File: config.mk
export PLATFORM = sky130hd
export DESIGN_NAME = gesub_front
export DESIGN_NICKNAME = d
export VERILOG_FILES = /design/src/hw/rtl/gesub_pkg.sv /design/src/hw/rtl/gesub_front.sv
export SDC_FILE = /design/constraint.sdc
export NUM_CORES = 1
export LEC_CHECK = 0
export BUFFER_PORTS_ARGS = -buffer_cell sky130_fd_sc_hd__buf_2
export CELL_PAD_IN_SITES_DETAIL_PLACEMENT = 0
export CELL_PAD_IN_SITES_GLOBAL_PLACEMENT = 2
export CORE_ASPECT_RATIO = 0.7
export CORE_UTILIZATION = 37
export DETAILED_ROUTE_END_ITERATION = 6
export GPL_ROUTABILITY_DRIVEN = 0
export PLACE_DENSITY_LB_ADDON = 0.1
export SYNTH_ARGS = -nofsm -noshare
export SYNTH_HDL_FRONTEND = slang
export SYNTH_SLANG_ARGS = --single-unit
File: constraint.sdc
create_clock -name clk -period 13.9 [get_ports clk]
set_input_delay 2.78 -clock clk [delete_from_list [all_inputs] [get_ports clk]]
set_output_delay 2.78 -clock clk [all_outputs]
set_load 0.01 [all_outputs]
File: src/hw/rtl/gesub_pkg.sv
// Shared types, constants and helper functions of the geodesic edge subdivision block.
// Depends on nothing; every other file imports it.
package gesub_pkg;

	localparam int COORD_FRAC_BITS = 30;
	localparam int INT_FRAC        = 30;
	localparam int COORD_SH        = COORD_FRAC_BITS - INT_FRAC;
	localparam int MAX_LEVEL       = 64;

	localparam logic [31:0] PI_Q      = 32'd3373259426;
	localparam logic [31:0] HALF_PI_Q = 32'd1686629713;
	localparam logic [30:0] ONE_Q     = 31'h4000_0000;

	localparam logic [7:0] CFG_REFINE_LEVEL = 8'd0;
	localparam logic [7:0] CFG_FIRST_INDEX  = 8'd1;

	typedef logic signed [32:0] coord_t;

	typedef struct packed {
		logic signed [31:0] start_x;
		logic signed [31:0] start_y;
		logic signed [31:0] start_z;
		logic signed [31:0] end_x;
		logic signed [31:0] end_y;
		logic signed [31:0] end_z;
	} in_item_t;

	typedef struct packed {
		logic signed [31:0] new_x;
		logic signed [31:0] new_y;
		logic signed [31:0] new_z;
		logic [23:0]        node_index;
		logic               last_of_edge;
	} out_item_t;

	typedef struct packed {
		coord_t [2:0] p0;
		coord_t [2:0] d;
		logic [6:0]   lvl;
	} work_t;

	typedef struct packed {
		logic        load;
		logic [23:0] value;
	} idx_cfg_t;

	typedef enum logic [5:0] {
		S_IDLE, S_SQ, S_SQA, S_L2, S_GAM, S_THE, S_TDIV, S_TDIVD,
		S_NS1, S_NS2, S_NDEN, S_NDEN2, S_NT, S_NPT, S_NPTA, S_NRS, S_NRSA,
		S_NRAD, S_NDIV, S_NDIVD, S_EMIT,
		S_SIN0, S_SIN1, S_SIN2, S_SIN3, S_SIN4, S_SIN5,
		S_AC0, S_AC1, S_SQRT, S_DIV0, S_DIV1
	} state_t;

	function automatic logic [31:0] mag33(input coord_t v);
		logic [32:0] m;
		m = v[32] ? (33'd0 - v) : v;
		return m[31:0];
	endfunction

	function automatic coord_t to_internal(input logic signed [31:0] v);
		logic [63:0] m;
		m = {32'd0, (v[31] ? (~v + 32'd1) : v)};
		if (COORD_SH >= 0)
			m = m >> COORD_SH;
		else
			m = m << (-COORD_SH);
		if (m > 64'h8000_0000)
			m = 64'h8000_0000;
		return v[31] ? coord_t'(33'd0 - m[32:0]) : coord_t'(m[32:0]);
	endfunction

	function automatic logic [31:0] from_internal(input coord_t v);
		logic [63:0] m;
		m = {32'd0, mag33(v)};
		if (COORD_SH >= 0)
			m = m << COORD_SH;
		else
			m = m >> (-COORD_SH);
		if (v[32]) begin
			if (m > 64'h8000_0000)
				m = 64'h8000_0000;
		end else begin
			if (m > 64'h7FFF_FFFF)
				m = 64'h7FFF_FFFF;
		end
		return v[32] ? 32'(64'd0 - m) : m[31:0];
	endfunction

	// Taylor divisors (2k)(2k+1) and floor(2^32 / divisor), term k = idx + 1
	function automatic logic [8:0] sin_div(input logic [2:0] idx);
		case (idx)
			3'd0: return 9'd6;
			3'd1: return 9'd20;
			3'd2: return 9'd42;
			3'd3: return 9'd72;
			3'd4: return 9'd110;
			3'd5: return 9'd156;
			3'd6: return 9'd210;
			default: return 9'd272;
		endcase
	endfunction

	function automatic logic [31:0] sin_rcp(input logic [2:0] idx);
		case (idx)
			3'd0: return 32'd715827882;
			3'd1: return 32'd214748364;
			3'd2: return 32'd102261126;
			3'd3: return 32'd59652323;
			3'd4: return 32'd39045157;
			3'd5: return 32'd27531841;
			3'd6: return 32'd20452225;
			default: return 32'd15790320;
		endcase
	endfunction

endpackage

File: src/hw/rtl/gesub_front.sv
// Front end: accepts edge items, converts endpoints, drops items that yield no node.
// Holds a two-entry work queue toward the back end. Depends on gesub_pkg.
module gesub_front import gesub_pkg::*; (
	input  logic     clk,
	input  logic     arst_n,
	input  logic     push,
	output logic     full,
	input  in_item_t item_in,
	input  logic [6:0] level,
	output logic     wk_valid,
	input  logic     wk_pop,
	output work_t    wk
);

	work_t      mem_q [2];
	logic       wr_q, rd_q;
	logic [1:0] cnt_q;
	logic       acc, wr_en;
	logic [6:0] lvl_c;
	work_t      nw;
	coord_t     p0 [3];
	coord_t     e  [3];
	logic signed [33:0] df [3];

	assign full     = (cnt_q == 2'd2);
	assign wk_valid = (cnt_q != 2'd0);
	assign wk       = mem_q[rd_q];
	assign acc      = push && !full;
	assign lvl_c    = (level > 7'(MAX_LEVEL)) ? 7'(MAX_LEVEL) : level;
	assign wr_en    = acc && (lvl_c > 7'd1);

	always_comb begin
		p0[0] = to_internal(item_in.start_x);
		p0[1] = to_internal(item_in.start_y);
		p0[2] = to_internal(item_in.start_z);
		e[0]  = to_internal(item_in.end_x);
		e[1]  = to_internal(item_in.end_y);
		e[2]  = to_internal(item_in.end_z);
		nw.lvl = lvl_c;
		for (int c = 0; c < 3; c++) begin
			nw.p0[c] = p0[c];
			df[c] = 34'(e[c]) - 34'(p0[c]);
			if (df[c] > 34'sh0_8000_0000)
				nw.d[c] = 33'sh0_8000_0000;
			else if (df[c] < -34'sh0_8000_0000)
				nw.d[c] = 33'sh1_8000_0000;
			else
				nw.d[c] = df[c][32:0];
		end
	end

	always_ff @(posedge clk) begin
		if (wr_en)
			mem_q[wr_q] <= nw;
	end

	always_ff @(posedge clk or negedge arst_n) begin
		if (!arst_n) begin
			wr_q  <= 1'b0;
			rd_q  <= 1'b0;
			cnt_q <= 2'd0;
		end else begin
			if (wr_en)
				wr_q <= ~wr_q;
			if (wk_pop)
				rd_q <= ~rd_q;
			cnt_q <= cnt_q + 2'(wr_en) - 2'(wk_pop);
		end
	end

endmodule

==> summary.md, run 1 <==
| Metric | Value |
|---|---|
| TritonCTS buffer count | 46 |
| Overflow left after global routing | 0 |
| Syn Inst Count | 4126 |
| Sequential share of the synthesized area | roughly 34% |
| RSZ-0062 raised after global routing | false |
| Vias in the first global route | 30930 |
| Worst slew pin tran | 1.134 ns |
| PD cells | 139.1 mW/mm^2 |
| Clock transition at path regs | 0.06 ns |
| Final setup fails | 0 |
| Dpl cells | 5661 |
| Pin count of the biggest net entering global routing | 76 |
| ANT nets after route | 0 |
| CTS tree | built |
| Die height | 265.0 um |
| Top fanout value on the critical path | 20 |
| Setup TNS | 0 ns |
| Max incr delay on CP | 0.77 ns |
| Cell area after layout | 0.04113 mm^2 |
| Total GRT Usage | a little over a quarter |
| Detailed Route Iter0 Violations | 3383 |
| Non-filler instance count after layout | 5749 |
| Fraction of registers with async set/reset | 0.9662% |
| Type of the tightest min-delay check | reg -> reg |
| Routed vias | 33960 |
| Relative max-transition margin | 23.41% |
| Fin crit share | between 90 and 100% |
| Vias/cell | just under 6 |
| Fin Clk Skew | about 0.018 ns |
| CP Class | in -> reg |
| Horiz. Die Dim | 377.6 um |
| Leakage | 15.02 nW |
| Syn Area/Cell | 8.858 um^2 |
| Crit start category | input pin |
| Final HPWL DP | 107200 um |
| Placed Instance Area | 0.03966 mm^2 |
| Port Buffers | around 410 |
| Max Cap Viol | 0 |
| Clk sinks | roughly 410 |
| Clock latency at the later pin of the worst-skew pair | 0.60 ns |
| Share of post-route cells with drive strength above 1 | 18.80% |
| Residual DRC | 1 |
| Synth top area share | 33.69% |
| Clock Path Buffers | 3 |
| Most frequent cell after synthesis | edfxtp_1 |
| Area delta synth->final | 12.54% |
| Synthesized Nets | ~4400 |
| Top FF cell, synth | edfxtp_1 |
| Top cells by area, synth | edfxtp_1 (34%), mux2_2 (6.7%), xnor2_1 (5.3%) |
| Cell taking the most area after synthesis | edfxtp_1 |
| Layout Nets | 4706 |
| Total setup buffers inserted after CTS | 0 |
| Max Slew Vio Count | 0 |
| Core ar. | 0.09789 mm^2 |
| Synthesized area | 0.03655 mm^2 |
| Crit path time final | 13.24 ns |
| Post-synth EDFFs | slightly above 400 |
| Yosys warnings | 0 |
| Die ar. | between 0.1 and 0.15 mm^2 |
| Buf+Inv Stages, Crit Path | 3 |
| Worst path arrival time | 13.63 ns |
| First-pass GRT wire length | roughly 200000 um |
| Crit. End Element | flop |
| Initial antenna violation count | 10 |
| CTS H-Tree Depth | 2 |
| Setup Slack @ Placement | 0.1205 ns |
| Failing checks | design-rule violations |
| Post-synth top cells | edfxtp_1 (410), nand2_1 (352), nor2_1 (327), xnor2_1 (223), mux2_2 (217) |
| Max VDD drop | 0.09326 mV |
| CTS Root Cell | clkbuf_16 |
| Ports | between 400 and 500 |
| Max Fclk | 75.54 MHz |
| Critical path's top delay family | simple AND/OR/NAND/NOR gates |
| Worst path slowest cell | nor3_1 |
| FP Rows | 96 |
| Run status | complete, but fails checks |
| Final hold violations | 0 |
| Initial Utilization | about 37% |
| Synthesis-stage register bit count | 414 |
| Routed WL per cell | ~24 um |
| Final WL | 137100 um |
| Netlist cell types | roughly 110 |
| Setup WS post-layout | 0.6619 ns |
| Req. time, crit path | 14.30 ns |
| Drt pass-1 iters | 7 |
report_power, final:
part | switching (W) | internal, W
Clock | 0.000538 | 0.000676
Combinational | 0.00167 | 0.000968
Sequential | 0.0000662 | 0.00180
Total | 0.00227 | 0.00345
worst paths after layout:
path,start,to,slack [ns],cells past startpoint
max in group asynchronous,arst_n,rd_q$_DFFE_PN0P_,11.69,1
setup reg to reg,cnt_q[1]$_DFF_PN0_,mem_q[1][51]$_DFFE_PP_,10.06,5
hold / removal,cnt_q[1]$_DFF_PN0_,cnt_q[1]$_DFF_PN0_,0.51,1
setup / recovery,item_in[96],mem_q[0][100]$_DFFE_PP_,0.66,31
min in group asynchronous,arst_n,rd_q$_DFFE_PN0P_,2.01,1
hold reg to reg,cnt_q[1]$_DFF_PN0_,cnt_q[1]$_DFF_PN0_,0.51,1
cells in the final DEF (no fill, tap or decap), types with 23 or more instances in the layout:
cell type    n
a211oi_1    27
or3_1       70
or2_2       30
nor2_1     325
nor4_1      61
nand4_1     62
nand2b_1    60
o41ai_1     30
xnor2_1    223
mux2i_1     27
mux2_2     217
nor3_1     166
o21ai_0    206
ha_1       114
buf_4       43
nand2_1    352
and2_1      43
o31ai_1     64
o21a_1      28
a21o_1      57
a21oi_1    209
buf_2      409
o211ai_1    34
a31oi_1     42
a21boi_0    23
inv_1      129
xor2_1     172
nor2b_1     42
and3_1      37
nand3_1    151
or4_1       49
edfxtp_1   410
clkbuf_16   47
routing by layer:
layer	GRT usage, %	part of all wire [%]	vias to the layer above
met5	0	0.040	-
met2	36.54	40	1155
li1	-	-	16100
met3	4.087	6.9	94
met4	4.032	1.3	8
met1	43.15	52	16600
final cells by class:
type                            count  area (um^2)
Clock buffer                       52         1195
Multi-Input combinational cell   3340        22730
Timing Repair Buffer              452         2370
Sequential cell                   414        12420
Inverter                          132        495.5
Clock inverter                     30        252.7
Antenna cell                        6        15.01
Fill cell                        9937        56760
Tap cell                         1323         1655
timing repair:
action                     4_1_cts  5_1_grt
hold buffers                     0        0
setup endpoints to repair        0       16
resized for setup                0        1
logic make-up after synthesis:
| logic type | synth area share (%) |
|---|---|
| adder cells (fa/ha/maj) | 4.067 |
| XOR/XNOR | 9.466 |
| AND/OR/NAND/NOR | 22.14 |
| AO/OA/AOI/OAI | 18.97 |
| multiplexers | 7.456 |
| buffers and inverters | 3.937 |
| flip-flops | 33.96 |
stage by stage:
stage	hold slack (ns)	power (W)	util (%)
floorplan	0.4519	0.003624	-
global placement	0.4902	0.004537	40.51
detailed placement	0.4964	0.004535	40.51
CTS	0.5094	0.005767	41.99
global route	0.5424	0.006032	42.00
finish	0.5062	0.005719	42.01
worst reg2reg max path, stage by stage, from the launching register on:
cell,delay [ns]
dfrtp_1,0.41
nor2b_1,0.15
nand3b_1,0.34
nor2_4,0.84
buf_4,0.76
buf_4,0.89
state kept, by name, summed over array words and instances (netlist names):
signal and cells:
rd_q 1, cnt_q 2, mem_q 410, wr_q 1
(Power assumes the default switching activity.)
==> inputs of run 2 (changes only) <==
Settings changed: CORE_UTILIZATION 37 to 34, PLACE_DENSITY from default to 0.79, PLACE_DENSITY_LB_ADDON 0.1 to default.
Clock period 13.9 ns to 10.8 ns, I/O delays scaled along.
==> run 2 against run 1 <==
The run now ends clean. Register-to-register slack lost 2.7 ns. Sequential share of layout area fell by 0.82 points. First-iteration DRC count down 2.0%. Cell area grew 2.8%. Sequential power is 30% higher. Wire length decreased by 0.27%. Cell count is 3.7% higher. Flip-flop and latch count is the same. Critical path type unchanged. Critical endpoint is now mem_q[1][76]$_DFFE_PP_. Largest cell class unchanged.
==> summary.md, run 2 (synthesis gave the netlist of run 1 again) <==
| Metric | Value |
|---|---|
| Run status | completed |
| Top fanout value on the critical path | 9 |
| Switching pwr | 0.003055 W |
| Reg power frac | around a third |
| CTS H-Tree Depth | 2 |
| Clock transition at path regs | 0.06 ns |
| Most frequent cells in the layout | edfxtp_1 (410), buf_2 (409), nand2_1 (352), nor2_1 (325), xnor2_1 (223) |
| Max incr delay on CP | 0.79 ns |
| Clk sinks | ~410 |
| Die height | 276.3 um |
| Crit. End Element | flop |
| Area delta synth->final | 15.69% |
| Overflow left after global routing | 0 |
| Metal3 WL | 12130 um |
| Clock Path Buffers | 3 |
| Total GRT Usage | 24.03% |
| Comb pwr share | 45.4% |
| Fill cells | 10830 |
| PD cells | 180.6 mW/mm^2 |
| Max FFs per register | 410 |
| RR Endpoint | mem_q[0][52]$_DFFE_PP_ |
| Horiz. Die Dim | 393.9 um |
| Max Fclk | 96.91 MHz |
| Placed Instance Area | 0.04062 mm^2 |
| Port Buffers | 409 |
| Routed vias | between 30000 and 40000 |
| Max layer used | met4 |
| Total setup buffers inserted after CTS | 0 |
| Residual DRC | 0 |
| Fin Hold WS | 0.5010 ns |
| Die ar. | 0.1088 mm^2 |
| Top Registers | mem_q: 410 flops, cnt_q: 2 flops |
| Max Cap Viol | 0 |
| FP Rows | 100 |
| Ports | 410 |
| Leakage | 15.63 nW |
| Setup TNS | 0 ns |
| Initial Utilization | 34.32% |
| Share of post-route cells with drive strength above 1 | 20.98% |
| Detailed Route Iter0 Violations | approximately 3300 |
| Commonest non-fill, non-tap cell in the layout | edfxtp_1 |
| Final setup fails | 0 |
| Clk pwr share | 22.6% |
| Routed WL per cell | between 20 and 25 um |
| CTS tree | built |
| Pwr Total | 0.007637 W |
| Critical Path End | mem_q[1][76]$_DFFE_PP_ |
| Non-filler instance count after layout | 5963 |
| Type of the tightest min-delay check | reg -> reg |
| Met2 WL | approximately 55000 um |
| ANT nets after route | 0 |
| Max VDD drop | 0.2083 mV |
| Start point of the critical path | item_in[96] |
| Core ar. | 0.1065 mm^2 |
| Clock latency at the later pin of the worst-skew pair | about 0.62 ns |
| Max Slew Vio Count | 0 |
| Final WL | 136800 um |
| Met1 wire length | 67280 um |
| R2R cell count | 5 |
| R2R Setup Slk | 7.34 ns |
| Initial antenna violation count | 6 |
| Worst slew pin tran | 1.055 ns |
| Worst path arrival time | 10.74 ns |
| First-pass GRT wire length | roughly 200000 um |
| Net Sw Frac | 40.00% |
| Vias in the first global route | slightly above 30000 |
| Crit path time final | 10.32 ns |
| Cell area after layout | 0.04228 mm^2 |
| Req. time, crit path | ~11 ns |
| Reg2reg start | cnt_q[1]$_DFF_PN0_ |
| Fin Clk Skew | 0.04132 ns |
| TritonCTS buffer count | 48 |
| CTS Root Cell | clkbuf_16 |
| Dpl cells | 5870 |
| Pin count of the biggest net entering global routing | ~140 |
| Reg area | between 0.01 and 0.015 mm^2 |
| Area used by multi-input combinational logic | 0.02273 mm^2 |
| Vias/cell | ~5.8 |
| Power Internal | 0.004583 W |
| Drt pass-1 iters | 7 |
| Final HPWL DP | 107300 um |
| Layout Nets | 4812 |
| Crit start category | input pin |
| Final hold violations | 0 |
| RSZ-0062 raised after global routing | false |
| Fin crit share | 95.55% |
| Worst path slowest cell | or4_1 |
| Largest Register | mem_q |
| CP Class | in -> reg |
| Relative max-transition margin | 28.76% |
[run 2: layout make-up]
type                            count  share of cell area [%]
Antenna cell                        3                 0.01775
Clock inverter                     37                  0.9380
Inverter                          132                   1.172
Tap cell                         1428                   4.226
Timing Repair Buffer              556                   7.569
Sequential cell                   414                   29.36
Multi-Input combinational cell   3340                   53.76
Clock buffer                       53                   2.956
[run 2: worst min-delay path by stage]
stage | from | depth (start not counted) | endpoint
global placement | cnt_q[1]$_DFF_PN0_ | 1 | cnt_q[1]$_DFF_PN0_
finish | cnt_q[1]$_DFF_PN0_ | 1 | cnt_q[1]$_DFF_PN0_
floorplan | cnt_q[1]$_DFF_PN0_ | 1 | cnt_q[1]$_DFF_PN0_
global route | cnt_q[1]$_DFF_PN0_ | 1 | cnt_q[1]$_DFF_PN0_
detailed placement | cnt_q[1]$_DFF_PN0_ | 1 | cnt_q[1]$_DFF_PN0_
CTS | cnt_q[1]$_DFF_PN0_ | 1 | cnt_q[1]$_DFF_PN0_
[run 2: metal layers]
metal | vias to the layer above | global-route usage [%]
li1 | 16350 | -
met1 | 16660 | 37.42
met2 | 1327 | 33.00
met3 | 126 | 5.746
met4 | 0 | 4.609
met5 | - | 0
[run 2: metrics by stage]
stage	utilization (%)	worst slack (ns)
floorplan	-	-0.8961
global placement	38.15	0.007468
detailed placement	38.15	-0.3457
CTS	39.69	0.2842
global route	39.71	0.001021
finish	39.71	0.4810
[run 2: worst max-delay path, delay by kind of cell]
kind | cells | cell delay (ns)
adders and majority gates | 2 | 0.54
buffers and inverters | 3 | 0.53
and+or+nand+nor | 18 | 5.40
AOI/OAI and AO/OA | 7 | 2.06
[run 2: repair_timing]
| item | 4_1_cts | 5_1_grt |
|---|---|---|
| endpoints found under the setup margin | 0 | 62 |
| gates resized for setup | 0 | 4 |
| hold buffers | 0 | 0 |
[run 2: power by group through the flow]
stage               Combinational (W)  Clock, W  Sequential, W
finish                        0.00347   0.00173        0.00244
global route                  0.00373   0.00183        0.00249
CTS                           0.00348   0.00177        0.00245
detailed placement            0.00346         0        0.00248
global placement              0.00347         0        0.00246
floorplan                     0.00213         0        0.00254
